### src/hdl/sparse_coverage_mask_decoder_defines.svh
// Assertion macros shared by the sparse coverage mask decoder RTL.
`ifndef SPARSE_COVERAGE_MASK_DECODER_DEFINES_SVH
`define SPARSE_COVERAGE_MASK_DECODER_DEFINES_SVH

// Same-cycle implication, checked on every rising edge outside reset.
`define SCMD_ASSERT_IMPLY(name, ante, cons, msg) \
  name: assert property (@(posedge clk) disable iff (rst) (ante) |-> (cons)) \
    else $error(msg);

// Next-cycle implication, checked on every rising edge outside reset.
`define SCMD_ASSERT_NEXT(name, ante, cons, msg) \
  name: assert property (@(posedge clk) disable iff (rst) (ante) |=> (cons)) \
    else $error(msg);

`endif

### src/hdl/scmd_pkg.sv
// Shared types and constants of the sparse coverage mask decoder.
package scmd_pkg;

  localparam int ColumnBits = 12;
  localparam int MaskWidthW = 12;
  localparam int MaskHeightW = 8;
  localparam int CfgIndexW = 3;
  localparam int CfgDataW = 16;
  localparam int QueueDepth = 4;
  localparam int QPtrW = $clog2(QueueDepth);

  localparam logic [CfgIndexW-1:0] CFG_BOUNDS_X = 3'd0;
  localparam logic [CfgIndexW-1:0] CFG_BOUNDS_Y = 3'd1;
  localparam logic [CfgIndexW-1:0] CFG_MASK_WIDTH = 3'd2;
  localparam logic [CfgIndexW-1:0] CFG_MASK_HEIGHT = 3'd3;
  localparam logic [CfgIndexW-1:0] CFG_CLIP_LEFT = 3'd4;
  localparam logic [CfgIndexW-1:0] CFG_CLIP_TOP = 3'd5;
  localparam logic [CfgIndexW-1:0] CFG_CLIP_RIGHT = 3'd6;
  localparam logic [CfgIndexW-1:0] CFG_CLIP_BOTTOM = 3'd7;

  typedef enum logic [1:0] {
    KIND_PIXEL     = 2'd0,
    KIND_DONE      = 2'd1,
    KIND_MALFORMED = 2'd2,
    KIND_TRUNC     = 2'd3
  } kind_t;

  typedef struct packed {
    logic [15:0]            bounds_x;
    logic [15:0]            bounds_y;
    logic [MaskWidthW-1:0]  mask_width;
    logic [MaskHeightW-1:0] mask_height;
    logic [15:0]            clip_left;
    logic [15:0]            clip_top;
    logic [15:0]            clip_right;
    logic [15:0]            clip_bottom;
  } cfg_t;

  // One decoded byte: up to four pixel rows and an optional closing status.
  typedef struct packed {
    logic [15:0] x;
    logic [15:0] y0;
    logic [7:0]  codes;
    logic [2:0]  count;
    logic        has_status;
    kind_t       kind;
  } job_t;

endpackage

### src/hdl/scmd_front.sv
// Byte parser: walks the mask header and column runs, emits one job per byte that yields rows or a status.
module scmd_front (
  input  logic          clk,
  input  logic          rst,
  input  scmd_pkg::cfg_t cfg,
  input  logic          in_valid,
  output logic          in_ready,
  input  logic [7:0]    data_byte,
  input  logic          first_byte,
  input  logic          end_of_text,
  input  logic          q_full,
  output logic          push,
  output scmd_pkg::job_t push_job
);
  import scmd_pkg::*;

  localparam int CmpW = (ColumnBits + 1 > MaskWidthW) ? ColumnBits + 1 : MaskWidthW;

  typedef enum logic [4:0] {
    PH_IDLE   = 5'b00001,
    PH_LEN_HI = 5'b00010,
    PH_START  = 5'b00100,
    PH_RUN    = 5'b01000,
    PH_PACKED = 5'b10000
  } phase_t;

  phase_t                phase, phase_next;
  logic [7:0]            length_low, length_low_next;
  logic [15:0]           bytes_left, bytes_left_next;
  logic [ColumnBits-1:0] column_index, column_index_next;
  logic [7:0]            start_row, start_row_next;
  logic [7:0]            run_rows, run_rows_next;
  logic [7:0]            rows_done, rows_done_next;

  logic                  accept;
  logic [15:0]           bl_dec;
  logic [ColumnBits:0]   col_nxt;
  logic                  col_end;
  logic [7:0]            rows_rem;
  logic [2:0]            row_cnt;
  logic [6:0]            packed_need;
  job_t                  job;

  assign in_ready = !q_full;
  assign accept   = in_valid && in_ready;

  always_comb begin
    bl_dec      = (bytes_left != 16'd0) ? bytes_left - 16'd1 : bytes_left;
    col_nxt     = {1'b0, column_index} + {{ColumnBits{1'b0}}, 1'b1};
    // column limit, counter overflow or count too short for another header
    col_end     = (CmpW'(col_nxt) >= CmpW'(cfg.mask_width)) || col_nxt[ColumnBits] ||
                  (bl_dec < 16'd2);
    rows_rem    = run_rows - rows_done;
    row_cnt     = (rows_rem >= 8'd4) ? 3'd4 : rows_rem[2:0];
    packed_need = 7'(({1'b0, data_byte} + 9'd3) >> 2);

    phase_next        = phase;
    length_low_next   = length_low;
    bytes_left_next   = bytes_left;
    column_index_next = column_index;
    start_row_next    = start_row;
    run_rows_next     = run_rows;
    rows_done_next    = rows_done;

    job            = '0;
    job.x          = cfg.bounds_x + 16'(column_index);
    job.y0         = cfg.bounds_y + {8'd0, start_row} + {8'd0, rows_done};
    job.codes      = data_byte;
    job.kind       = KIND_DONE;

    if (first_byte) begin
      phase_next        = PH_LEN_HI;
      length_low_next   = data_byte;
      bytes_left_next   = '0;
      column_index_next = '0;
      start_row_next    = '0;
      run_rows_next     = '0;
      rows_done_next    = '0;
    end else begin
      unique case (phase)
        PH_LEN_HI: begin
          bytes_left_next   = {data_byte, length_low};
          column_index_next = '0;
          if (cfg.mask_width == '0 || cfg.mask_height == '0 ||
              {data_byte, length_low} < 16'd2) begin
            job.has_status = 1'b1;
            job.kind       = KIND_DONE;
            phase_next     = PH_IDLE;
          end else begin
            phase_next = PH_START;
          end
        end
        PH_START: begin
          start_row_next  = data_byte;
          bytes_left_next = bl_dec;
          phase_next      = PH_RUN;
        end
        PH_RUN: begin
          run_rows_next   = data_byte;
          bytes_left_next = bl_dec;
          if (start_row == 8'hFF && data_byte == 8'd0) begin
            // skip pair: move straight to the next column
            if (col_end) begin
              job.has_status = 1'b1;
              job.kind       = KIND_DONE;
              phase_next     = PH_IDLE;
            end else begin
              column_index_next = col_nxt[ColumnBits-1:0];
              phase_next        = PH_START;
            end
          end else if (start_row >= cfg.mask_height || data_byte == 8'd0 ||
                       data_byte > cfg.mask_height - start_row ||
                       {9'd0, packed_need} > bl_dec) begin
            job.has_status = 1'b1;
            job.kind       = KIND_MALFORMED;
            phase_next     = PH_IDLE;
          end else begin
            rows_done_next = '0;
            phase_next     = PH_PACKED;
          end
        end
        PH_PACKED: begin
          job.count       = row_cnt;
          rows_done_next  = rows_done + {5'd0, row_cnt};
          bytes_left_next = bl_dec;
          if (rows_done + {5'd0, row_cnt} >= run_rows) begin
            if (col_end) begin
              job.has_status = 1'b1;
              job.kind       = KIND_DONE;
              phase_next     = PH_IDLE;
            end else begin
              column_index_next = col_nxt[ColumnBits-1:0];
              phase_next        = PH_START;
            end
          end
        end
        default: phase_next = PH_IDLE;
      endcase
    end

    // stream ended while the mask still wanted bytes
    if (end_of_text && phase_next != PH_IDLE) begin
      job.has_status = 1'b1;
      job.kind       = KIND_TRUNC;
      phase_next     = PH_IDLE;
    end
  end

  assign push     = accept && (job.count != 3'd0 || job.has_status);
  assign push_job = job;

  always_ff @(posedge clk) begin
    if (rst) begin
      phase <= PH_IDLE;
    end else if (accept) begin
      phase <= phase_next;
    end
  end

  always_ff @(posedge clk) begin
    if (accept) begin
      length_low   <= length_low_next;
      bytes_left   <= bytes_left_next;
      column_index <= column_index_next;
      start_row    <= start_row_next;
      run_rows     <= run_rows_next;
      rows_done    <= rows_done_next;
    end
  end

endmodule

### src/hdl/scmd_fifo.sv
// Short job queue between the byte parser and the result sequencer.
module scmd_fifo (
  input  logic           clk,
  input  logic           rst,
  input  logic           push,
  input  scmd_pkg::job_t push_job,
  input  logic           pop,
  output scmd_pkg::job_t head,
  output logic           full,
  output logic           empty
);
  import scmd_pkg::*;

  job_t             mem [QueueDepth];
  logic [QPtrW-1:0] wr_ptr;
  logic [QPtrW-1:0] rd_ptr;
  logic [QPtrW:0]   fill, fill_next;

  assign full  = (fill == (QPtrW+1)'(QueueDepth));
  assign empty = (fill == '0);
  assign head  = mem[rd_ptr];

  always_comb begin
    fill_next = fill;
    if (push && !pop) begin
      fill_next = fill + (QPtrW+1)'(1);
    end else if (pop && !push) begin
      fill_next = fill - (QPtrW+1)'(1);
    end
  end

  always_ff @(posedge clk) begin
    if (rst) begin
      wr_ptr <= '0;
      rd_ptr <= '0;
      fill   <= '0;
    end else begin
      if (push) begin
        wr_ptr <= wr_ptr + QPtrW'(1);
      end
      if (pop) begin
        rd_ptr <= rd_ptr + QPtrW'(1);
      end
      fill <= fill_next;
    end
  end

  always_ff @(posedge clk) begin
    if (push) begin
      mem[wr_ptr] <= push_job;
    end
  end

endmodule

### src/hdl/scmd_back.sv
// Result sequencer: clips job rows and sends one result word per cycle while out_ready holds.
module scmd_back (
  input  logic           clk,
  input  logic           rst,
  input  scmd_pkg::cfg_t cfg,
  input  scmd_pkg::job_t head,
  input  logic           q_empty,
  output logic           pop,
  output logic           out_valid,
  input  logic           out_ready,
  output logic [1:0]     result_kind,
  output logic [15:0]    pixel_x,
  output logic [15:0]    pixel_y,
  output logic [2:0]     coverage,
  output logic           last_of_run
);
  import scmd_pkg::*;
  `include "sparse_coverage_mask_decoder_defines.svh"

  logic        work_valid;
  logic [15:0] work_x;
  logic [15:0] work_y0;
  logic [7:0]  work_codes;
  logic [3:0]  work_mask;
  logic        work_has_status;
  kind_t       work_kind;

  logic [3:0][15:0] load_y;
  logic [3:0]  load_mask;
  logic        x_in;
  logic [3:0]  low_bit;
  logic [3:0]  mask_rest;
  logic [1:0]  sel_idx;
  logic        advance, emit, work_done, load_keep;

  // clip test done once as the job leaves the queue
  always_comb begin
    x_in = ($signed(head.x) >= $signed(cfg.clip_left)) &&
           ($signed(head.x) < $signed(cfg.clip_right));
    for (int i = 0; i < 4; i++) begin
      load_y[i]    = head.y0 + 16'(i);
      load_mask[i] = (3'(i) < head.count) && x_in &&
                     ($signed(load_y[i]) >= $signed(cfg.clip_top)) &&
                     ($signed(load_y[i]) < $signed(cfg.clip_bottom));
    end
  end

  assign low_bit   = work_mask & (~work_mask + 4'd1);
  assign mask_rest = work_mask & ~low_bit;

  always_comb begin
    priority if (work_mask[0]) sel_idx = 2'd0;
    else if (work_mask[1])     sel_idx = 2'd1;
    else if (work_mask[2])     sel_idx = 2'd2;
    else                       sel_idx = 2'd3;
  end

  assign advance   = !out_valid || out_ready;
  assign emit      = advance && work_valid;
  assign work_done = emit && (work_mask == 4'd0 || (mask_rest == 4'd0 && !work_has_status));
  assign pop       = (!work_valid || work_done) && !q_empty;
  assign load_keep = load_mask != 4'd0 || head.has_status;

  always_ff @(posedge clk) begin
    if (rst) begin
      work_valid <= 1'b0;
      out_valid  <= 1'b0;
    end else begin
      if (pop) begin
        work_valid <= load_keep;
      end else if (work_done) begin
        work_valid <= 1'b0;
      end
      if (emit) begin
        out_valid <= 1'b1;
      end else if (out_ready) begin
        out_valid <= 1'b0;
      end
    end
  end

  always_ff @(posedge clk) begin
    if (pop) begin
      work_x          <= head.x;
      work_y0         <= head.y0;
      work_codes      <= head.codes;
      work_mask       <= load_mask;
      work_has_status <= head.has_status;
      work_kind       <= head.kind;
    end else if (emit) begin
      work_mask <= mask_rest;
    end
  end

  always_ff @(posedge clk) begin
    if (emit) begin
      if (work_mask != 4'd0) begin
        result_kind <= KIND_PIXEL;
        pixel_x     <= work_x;
        pixel_y     <= work_y0 + 16'(sel_idx);
        coverage    <= {1'b0, work_codes[{sel_idx, 1'b0} +: 2]} + 3'd1;
        last_of_run <= (mask_rest == 4'd0) && !work_has_status;
      end else begin
        result_kind <= work_kind;
        pixel_x     <= '0;
        pixel_y     <= '0;
        coverage    <= '0;
        last_of_run <= 1'b1;
      end
    end
  end

  `SCMD_ASSERT_IMPLY(a_pixel_cov, out_valid && result_kind == KIND_PIXEL, coverage != 3'd0, "pixel word without coverage")
  `SCMD_ASSERT_IMPLY(a_status_last, out_valid && result_kind != KIND_PIXEL, last_of_run && coverage == 3'd0, "status word not closing its byte")
  `SCMD_ASSERT_IMPLY(a_work_nonempty, work_valid, work_mask != 4'd0 || work_has_status, "held job has nothing left to send")
  `SCMD_ASSERT_NEXT(a_emit_valid, emit, out_valid, "emitted word not presented")

endmodule

### src/hdl/sparse_coverage_mask_decoder.sv
// Top level of the sparse coverage mask decoder: config registers, parser, queue, sequencer.
// A byte's job passes through the job queue and the sequencer's work registers; result words are registered.
// Throughput: the parser takes one byte word per cycle while the 4-deep job queue has room;
//   the sequencer sends one result word per cycle while out_ready holds, so a packed byte yields
//   one word per unclipped pixel plus any status; fully clipped bytes without status yield none.
// Reset (rst, synchronous): parser idle, queue and output empty, config registers zero.
module sparse_coverage_mask_decoder (
  input  logic                           clk,
  input  logic                           rst,
  // configuration write port
  input  logic                           cfg_we,
  input  logic [scmd_pkg::CfgIndexW-1:0] cfg_index,
  input  logic [scmd_pkg::CfgDataW-1:0]  cfg_data,
  // mask byte words in
  input  logic                           in_valid,
  output logic                           in_ready,
  input  logic [7:0]                     data_byte,
  input  logic                           first_byte,
  input  logic                           end_of_text,
  // result words out
  output logic                           out_valid,
  input  logic                           out_ready,
  output logic [1:0]                     result_kind,
  output logic signed [15:0]             pixel_x,
  output logic signed [15:0]             pixel_y,
  output logic [2:0]                     coverage,
  output logic                           last_of_run
);
  import scmd_pkg::*;

  cfg_t cfg;
  logic push, pop, q_full, q_empty;
  job_t push_job, head;
  logic [15:0] px, py;

  // Config registers. The user must write them only while the decoder is idle (the block does not
  // enforce this), so the parser and sequencer read them directly without any shadowing.
  always_ff @(posedge clk) begin
    if (rst) begin
      cfg <= '0;
    end else if (cfg_we) begin
      unique case (cfg_index)
        CFG_BOUNDS_X:    cfg.bounds_x    <= cfg_data;
        CFG_BOUNDS_Y:    cfg.bounds_y    <= cfg_data;
        CFG_MASK_WIDTH:  cfg.mask_width  <= cfg_data[MaskWidthW-1:0];
        CFG_MASK_HEIGHT: cfg.mask_height <= cfg_data[MaskHeightW-1:0];
        CFG_CLIP_LEFT:   cfg.clip_left   <= cfg_data;
        CFG_CLIP_TOP:    cfg.clip_top    <= cfg_data;
        CFG_CLIP_RIGHT:  cfg.clip_right  <= cfg_data;
        CFG_CLIP_BOTTOM: cfg.clip_bottom <= cfg_data;
        default: ;
      endcase
    end
  end

  // Front: header/run parsing, one byte word per cycle while the queue has room. Each byte that can
  // yield a result becomes one job (up to four rows plus an optional status).
  scmd_front u_front (
    .clk         (clk),
    .rst         (rst),
    .cfg         (cfg),
    .in_valid    (in_valid),
    .in_ready    (in_ready),
    .data_byte   (data_byte),
    .first_byte  (first_byte),
    .end_of_text (end_of_text),
    .q_full      (q_full),
    .push        (push),
    .push_job    (push_job)
  );

  // Queue decouples parsing from result delivery so either side may stall.
  scmd_fifo u_fifo (
    .clk      (clk),
    .rst      (rst),
    .push     (push),
    .push_job (push_job),
    .pop      (pop),
    .head     (head),
    .full     (q_full),
    .empty    (q_empty)
  );

  // Back: clips rows and serialises the job into registered result words.
  scmd_back u_back (
    .clk         (clk),
    .rst         (rst),
    .cfg         (cfg),
    .head        (head),
    .q_empty     (q_empty),
    .pop         (pop),
    .out_valid   (out_valid),
    .out_ready   (out_ready),
    .result_kind (result_kind),
    .pixel_x     (px),
    .pixel_y     (py),
    .coverage    (coverage),
    .last_of_run (last_of_run)
  );

  assign pixel_x = $signed(px);
  assign pixel_y = $signed(py);

endmodule
### config.mk
export PLATFORM = sky130hd
export DESIGN_NAME = sparse_coverage_mask_decoder
export DESIGN_NICKNAME = d
export VERILOG_FILES = /design/src/hdl/scmd_pkg.sv /design/src/hdl/scmd_front.sv /design/src/hdl/scmd_fifo.sv /design/src/hdl/scmd_back.sv /design/src/hdl/sparse_coverage_mask_decoder.sv
export VERILOG_INCLUDE_DIRS = /design/src /design/src/hdl
export SDC_FILE = /design/constraint.sdc
export NUM_CORES = 1
export LEC_CHECK = 0
export BUFFER_PORTS_ARGS = -buffer_cell sky130_fd_sc_hd__buf_4
export CORE_UTILIZATION = 55
export CTS_CLUSTER_DIAMETER = 60
export DETAILED_ROUTE_END_ITERATION = 6
export HOLD_SLACK_MARGIN = 0.05
export PLACE_DENSITY = 0.72
export SKIP_LAST_GASP = 1
export SLEW_MARGIN = 20
export SYNTH_ARGS = -nofsm -noshare
export SYNTH_HDL_FRONTEND = slang
export SYNTH_SLANG_ARGS = --single-unit
### constraint.sdc
create_clock -name clk -period 6.2 [get_ports clk]
set_clock_uncertainty 0.05 [all_clocks]
set_input_delay 0.93 -clock clk [delete_from_list [all_inputs] [get_ports clk]]
set_output_delay 0.93 -clock clk [all_outputs]
set_load 0.01 [all_outputs]
==> results of run 1 <==
sequential cells by signal, summed over array words and instances, names as in the netlist, 3 cells and up, named ones only:
signal	flops
u_front.phase	5
u_front.column_index	12
u_back.pixel_y	16
u_front.bytes_left	16
u_back.work_codes	8
u_front.run_rows	8
u_fifo.mem	184
cfg	116
u_back.work_y0	16
u_back.pixel_x	16
u_back.coverage	3
u_front.length_low	8
u_front.rows_done	8
u_back.work_mask	4
u_front.start_row	8
u_back.work_x	16
u_fifo.fill	3
layer usage:
layer | wire length [um] | GRT usage, %
met1 | 26700 | 35.8
met2 | 29300 | 43.9
met3 | 3300 | 2.95
met4 | 1970 | 10.1
met5 | 0 | 0
power breakdown:
group / leakage (uW) / switching [uW] / internal (uW)
clock: 0.000828 / 1220 / 1800
combinational: 0.00535 / 1990 / 1430
sequential: 0.00413 / 241 / 3870
logic make-up after synthesis:
logic type | Yosys count | synth area share, %
AND/OR/NAND/NOR | 773 | 14.4
flip-flops | 461 | 49.6
AO/OA/AOI/OAI | 445 | 10.7
adder cells (fa/ha/maj) | 256 | 13.1
buffers and inverters | 239 | 3.70
XOR/XNOR | 114 | 3.95
multiplexers | 55 | 4.48
worst max-delay path, cell delays in order, from the launching register on:
cell,delay [ns]
edfxtp_1,0.43
ha_1,0.29
nor2b_1,0.13
o21a_1,0.22
or3_4,0.36
a211oi_4,0.27
a311oi_4,0.08
nor2_2,0.15
inv_2,0.07
or3_4,0.33
fa_2,0.37
nor2b_1,0.15
o21ai_2,0.08
or3_4,0.39
xnor2_2,0.15
ha_1,0.28
o21a_1,0.10
nor2_1,0.04
or3_4,0.34
a22oi_4,0.18
o221a_4,0.22
ha_4,0.14
inv_1,0.05
fa_2,0.33
xor2_1,0.17
or3_1,0.39
a21oi_2,0.13
cell type report:
cell class	count	area, um^2	area share [%]
Sequential cell	461	12500	44.2
Multi-Input combinational cell	1643	11900	42.1
Clock buffer	66	1350	4.78
Timing Repair Buffer	100	826	2.92
Tap cell	600	751	2.65
Inverter	159	597	2.11
Clock inverter	28	333	1.18
stage by stage:
| stage | hold WS (ns) | setup WS, ns | total power [uW] |
|---|---|---|---|
| floorplan | 0.386 | 0.265 | 6480 |
| detailed placement | 0.397 | 0.0588 | 7540 |
| CTS | 0.405 | 0.0219 | 10600 |
| global route | 0.419 | -0.0341 | 11100 |
| finish | 0.401 | 0.236 | 10600 |
| global placement | 0.393 | 0.150 | 7430 |
how the worst max path moves through the flow:
stage	slack, ns	cells past startpoint	to
floorplan	0.26	27	u_fifo.fill[2]
global placement	0.15	28	u_fifo.fill[2]
detailed placement	0.06	28	u_fifo.fill[2]
CTS	0.02	28	u_fifo.fill[2]
global route	-0.03	27	u_fifo.fill[2]
finish	0.24	26	u_fifo.fill[2]
synth_stat cells (4+ instances only):
library cell	count	area, um^2
inv_1	158	593
o31a_1	4	35.0
and4_1	6	52.6
nand4_1	31	194
and2_2	4	30.0
clkbuf_2	6	30.0
a21oi_1	209	1050
or3_1	21	131
nor3_1	30	150
nand3_1	49	245
nor4_1	17	106
mux4_2	46	1040
nand2_1	340	1280
a31oi_1	15	93.8
nor2b_1	49	307
ha_1	240	3000
o21a_1	12	90.1
or2_2	9	56.3
fa_1	15	300
a2111oi_0	7	61.3
nor2_1	144	541
xor2_1	51	447
a211oi_1	21	158
o2111ai_1	5	43.8
xnor2_1	63	552
o21ai_0	77	385
clkbuf_1	65	244
o211ai_1	15	113
and2_1	12	75.1
a21boi_0	8	60.1
edfxtp_1	329	9880
or4_1	4	30.0
a211o_1	5	43.8
dfxtp_1	132	2640
nor4b_1	4	35.0
nand2b_1	24	150
a21o_1	36	270
mux2i_1	7	70.1
and3_1	7	43.8
o41ai_1	4	35.0
nor3b_1	4	30.0
what timing repair did:
item / 4_1_cts / 5_1_grt
setup endpoints to repair: 0 / 185
buffers inserted: 0 / 2
resized for setup: 0 / 24
==> run summary, run 1 <==
Status: finished, final reports clean
Design area: 0.0283 mm^2
Fin. Hold Viols: 0
Die W: 216 um
Endpoint, Worst Hold: cfg[58]
Fmax: 168 MHz
Clock period minus worst slack: 5.96 ns
Yosys warning count: 0
Vias in the first global route: 17,564
# clock sinks: 461
Initial DRC Count: 1,506
Flip-flop and latch count after synthesis: 461
Hold-fix buffers, CTS: 0
Actual slew at the worst max-slew pin: 1.09 ns
First-pass GRT wire length: 96.1 mm
Proportion of layout cells with a drive suffix above 1: 11.6%
Max-slew violation count: 0
Avg Inst Size Synth: 10.8 um^2
Number of vias per cell: 5.85
Die area: 0.0468 mm^2
Rows: 78
Worst vdd ir: 0.185 mV
WP data required: 6.67 ns
Final Util: 62.4%
RePlAce Congestion: 0.893
Final wirelength: 61.3 mm
HP Start: cfg[58]
Hold path cells: 2
Post-Syn Instances: 2,343
Port Buffer Count: 73
Worst flop-to-flop path startpoint: u_front.run_rows[1]
Ys async rst share: 0%
CP arrival: 6.43 ns
Net count after synthesis: 2,632
R2R Setup Slk: 0.24 ns
CP endpoint kind: flop
DRT Pass-1 Iters: 7
Beginning of the critical path: u_front.run_rows[1]
Yosys cell types: 80
Seq/Total Area, Yosys: 49.6%
Post-DP HPWL: 45.1 mm
Drt drc: 0
R2R cell count: 26
Post-route ant nets: 0
Dominant synthesized flop cell: edfxtp_1
Crit path kind: flop to flop
Fillers: 3,661
Initial Utilization: 55.7%
GR Overflow Total: 0
CP Max Fanout: 4
Non-filler cells, final: 3,057
Power per cell area: 373 mW/mm^2
# setup viols final: 0
P&R area growth vs syn: 12.1%
Max-cap violations: 0
CTS buffer count: 50
IO Pins: 74
Worst reg2reg endpoint: u_fifo.fill[2]
Largest net degree at the start of global routing: 72
Critical Path Start Type: flop
DR vias: 17,889
Post-synth EDFFs: 329
Mapped Area: 0.0253 mm^2
Leak: 0.0103 uW
Final Net Count: 2,704
CTS tree: yes
CTS root buf: clkbuf_16
Max H-tree Level: 2
Worst slew margin: 26.8%
Initial antenna violation count: 0
Routed WL per cell: 20.0 um
Worst-path clk slew: 0.06 ns
Buffer depth of the longest clock path: 3
Placeable Area: 0.0454 mm^2
Commonest non-fill, non-tap cells in the layout: 340 x nand2_1, 329 x edfxtp_1, 239 x ha_1
Commonest non-fill, non-tap cell in the layout: nand2_1
Setup TNS: 0 ns
Clock Latency Late Sink: 0.61 ns
Worst hold path type: flop to flop
Area post-placement: 0.0265 mm^2
# diodes: 0
Die height: 216 um
Crit share post-route: 96.2%
Post-Place Cells: 2,960
GRT Overall Usage: 26.5%
Power figures use the tool's default switching activity.
==> run 2: changes to the inputs <==
--- a/config.mk
+++ b/config.mk
@@ -11,7 +11,7 @@
 export CTS_CLUSTER_DIAMETER = 60
 export DETAILED_ROUTE_END_ITERATION = 6
 export HOLD_SLACK_MARGIN = 0.05
-export PLACE_DENSITY = 0.72
+export PLACE_DENSITY = 0.75
 export SKIP_LAST_GASP = 1
 export SLEW_MARGIN = 20
 export SYNTH_ARGS = -nofsm -noshare
==> run summary, run 2 (synthesis results as in run 1) <==
Worst slew margin: 26.1% (-0.77 points)
Minimum hold slack: 0.408 ns (+0.00629 ns)
CTS buffer count: 49 (-2.0%)
Leak: 0.0102 uW (-0.73%)
Biggest regs: u_fifo.mem (184), cfg (116)
Worst-path clk slew: 0.06 ns (about the same)
HP Start: cfg[43]
Die height: 216 um (unchanged)
WP data required: 6.67 ns (about the same)
Max layer used: met4
GR Overflow Total: 0 (unchanged)
Commonest non-fill, non-tap cell in the layout: nand2_1
Final Net Count: 2,701 (-0.11%)
Post-DP HPWL: 45.8 mm (+1.5%)
Worst vdd ir: 0.242 mV (+31%)
Commonest non-fill, non-tap cells in the layout: 340 x nand2_1, 329 x edfxtp_1, 239 x ha_1
Max-cap violations: 0 (unchanged)
CP endpoint kind: flop
DR vias: 18,174 (+1.6%)
Clock Latency Late Sink: 0.60 ns (about the same)
Placeable Area: 0.0454 mm^2 (unchanged)
DRT Pass-1 Iters: 6 (-1)
Largest net degree at the start of global routing: 82 (+14%)
Port Buffer Count: 73 (unchanged)
Hold-fix buffers, CTS: 0 (unchanged)
# clock sinks: 461 (unchanged)
# diodes: 0 (unchanged)
Final Util: 62.1% (-0.35 points)
Die area: 0.0468 mm^2 (unchanged)
P&R area growth vs syn: 11.5%
Worst hold path type: flop to flop
RePlAce Congestion: 0.939 (+5.1%)
Actual slew at the worst max-slew pin: 1.10 ns (+0.0114 ns)
Critical Path Start Type: flop
Max reg flops: 184 (unchanged)
Initial Utilization: 55.7% (unchanged)
GRT Overall Usage: 27.3% (+0.86 points)
DRT met1 WL: 26.9 mm (+0.79%)
Power per cell area: 373 mW/mm^2 (+0.22%)
Routed length on met3: 3.55 mm (+7.5%)
Final wirelength: 63.3 mm (+3.4%)
Vias in the first global route: 18,271 (+4.0%)
CP Max Fanout: 4 (unchanged)
Number of vias per cell: 5.95 (+1.8%)
CP arrival: 6.54 ns (+0.11 ns)
Worst flop-to-flop path startpoint: u_front.rows_done[1]
Max H-tree Level: 2 (unchanged)
CTS root buf: clkbuf_16
Fmax: 165 MHz (-1.8%)
Die W: 216 um (unchanged)
# setup viols final: 0 (unchanged)
IO Pins: 74 (unchanged)
Status: finished, final reports clean
Initial antenna violation count: 0 (unchanged)
Beginning of the critical path: u_front.rows_done[1]
Clock period minus worst slack: 6.07 ns (+0.110 ns)
Detail Route met2 WL: 31.1 mm (+6.2%)
Unrepaired setup endpoints after global routing: true
Setup TNS: 0 ns (unchanged)
Crit share post-route: 98.0% (+1.8 points)
CTS tree: yes
Total Power: 10,500 uW (-0.34%)
Rows: 78 (unchanged)
Fin. Hold Viols: 0 (unchanged)
Buffer depth of the longest clock path: 3 (unchanged)
First-pass GRT wire length: 99.7 mm (+3.8%)
Initial DRC Count: 1,442 (-4.2%)
Proportion of layout cells with a drive suffix above 1: 11.1% (-0.51 points)
Drt drc: 0 (unchanged)
Post-route ant nets: 0 (unchanged)
Crit path kind: flop to flop
Routed WL per cell: 20.8 um (+3.6%)
Max-slew violation count: 0 (unchanged)
Largest register by flop count: u_fifo.mem
==> run 2: cell count changes in the layout (fill, tap and decap cells not counted), sizes merged <==
cell / before / now
bufinv: 6 / 4
buf: 100 / 98
clkinvlp: 1 / 4
clkbuf: 66 / 62
==> run 2: cell type report <==
cell class	instances	area, um^2
Fill cell	3561	17200
Sequential cell	461	12500
Multi-Input combinational cell	1643	11900
Clock buffer	62	1310
Timing Repair Buffer	98	798
Tap cell	600	751
Inverter	159	598
Clock inverter	29	287
==> run 2: repair_timing <==
item | in CTS | in global routing
buffers inserted | 0 | 3
setup endpoints to repair | 0 | 191
gates resized for setup | 0 | 17
==> run 2: stage by stage <==
stage	instances	area [um^2]	worst slack (ns)
after floorplan	2343	25300	0.265
after global placement	2957	26400	0.175
after detailed placement	2957	26400	0.0300
final	3052	28200	0.126
after CTS	3048	28000	0.00209
after global routing	3052	28200	-0.0563
==> run 2: final timing paths <==
path	end	slack, ns	depth (start not counted)
setup / recovery	u_fifo.fill[2]	0.13	27
hold / removal	cfg[43]	0.41	2
setup reg to reg	u_fifo.fill[2]	0.13	27
hold reg to reg	cfg[43]	0.41	2
==> run 2: where the power goes <==
part	switching, uW	internal (uW)	leakage [uW]	total [uW]
Clock	1230	1670	0.000768	2900
Combinational	2080	1430	0.00534	3520
Sequential	228	3870	0.00413	4100
Total	3540	6980	0.0102	10500
==> run 2: routing by layer <==
metal	GRT usage (%)	vias to the layer above
li1	-	8611
met1	35.4	8872
met3	3.97	135
met4	8.76	0
met5	0	-
met2	47.1	556
==> run 2: worst max-delay path, cell delays in order, from the launching register on <==
cell and delay [ns]:
edfxtp_1 0.45, inv_1 0.11, ha_1 0.22, nor2b_1 0.13
o21a_1 0.22, or3_4 0.34, a211oi_2 0.26, a311oi_2 0.07
nor2_1 0.17, inv_1 0.10, or3_4 0.34, fa_2 0.38
nor2b_2 0.13, o21ai_2 0.08, or3_4 0.39, xnor2_2 0.15
ha_1 0.28, o21a_1 0.11, nor2_1 0.05, or3_4 0.35
a22oi_4 0.19, o221a_4 0.20, ha_2 0.18, inv_1 0.05
fa_1 0.37, xor2_1 0.18, or3_1 0.33, a21oi_2 0.11
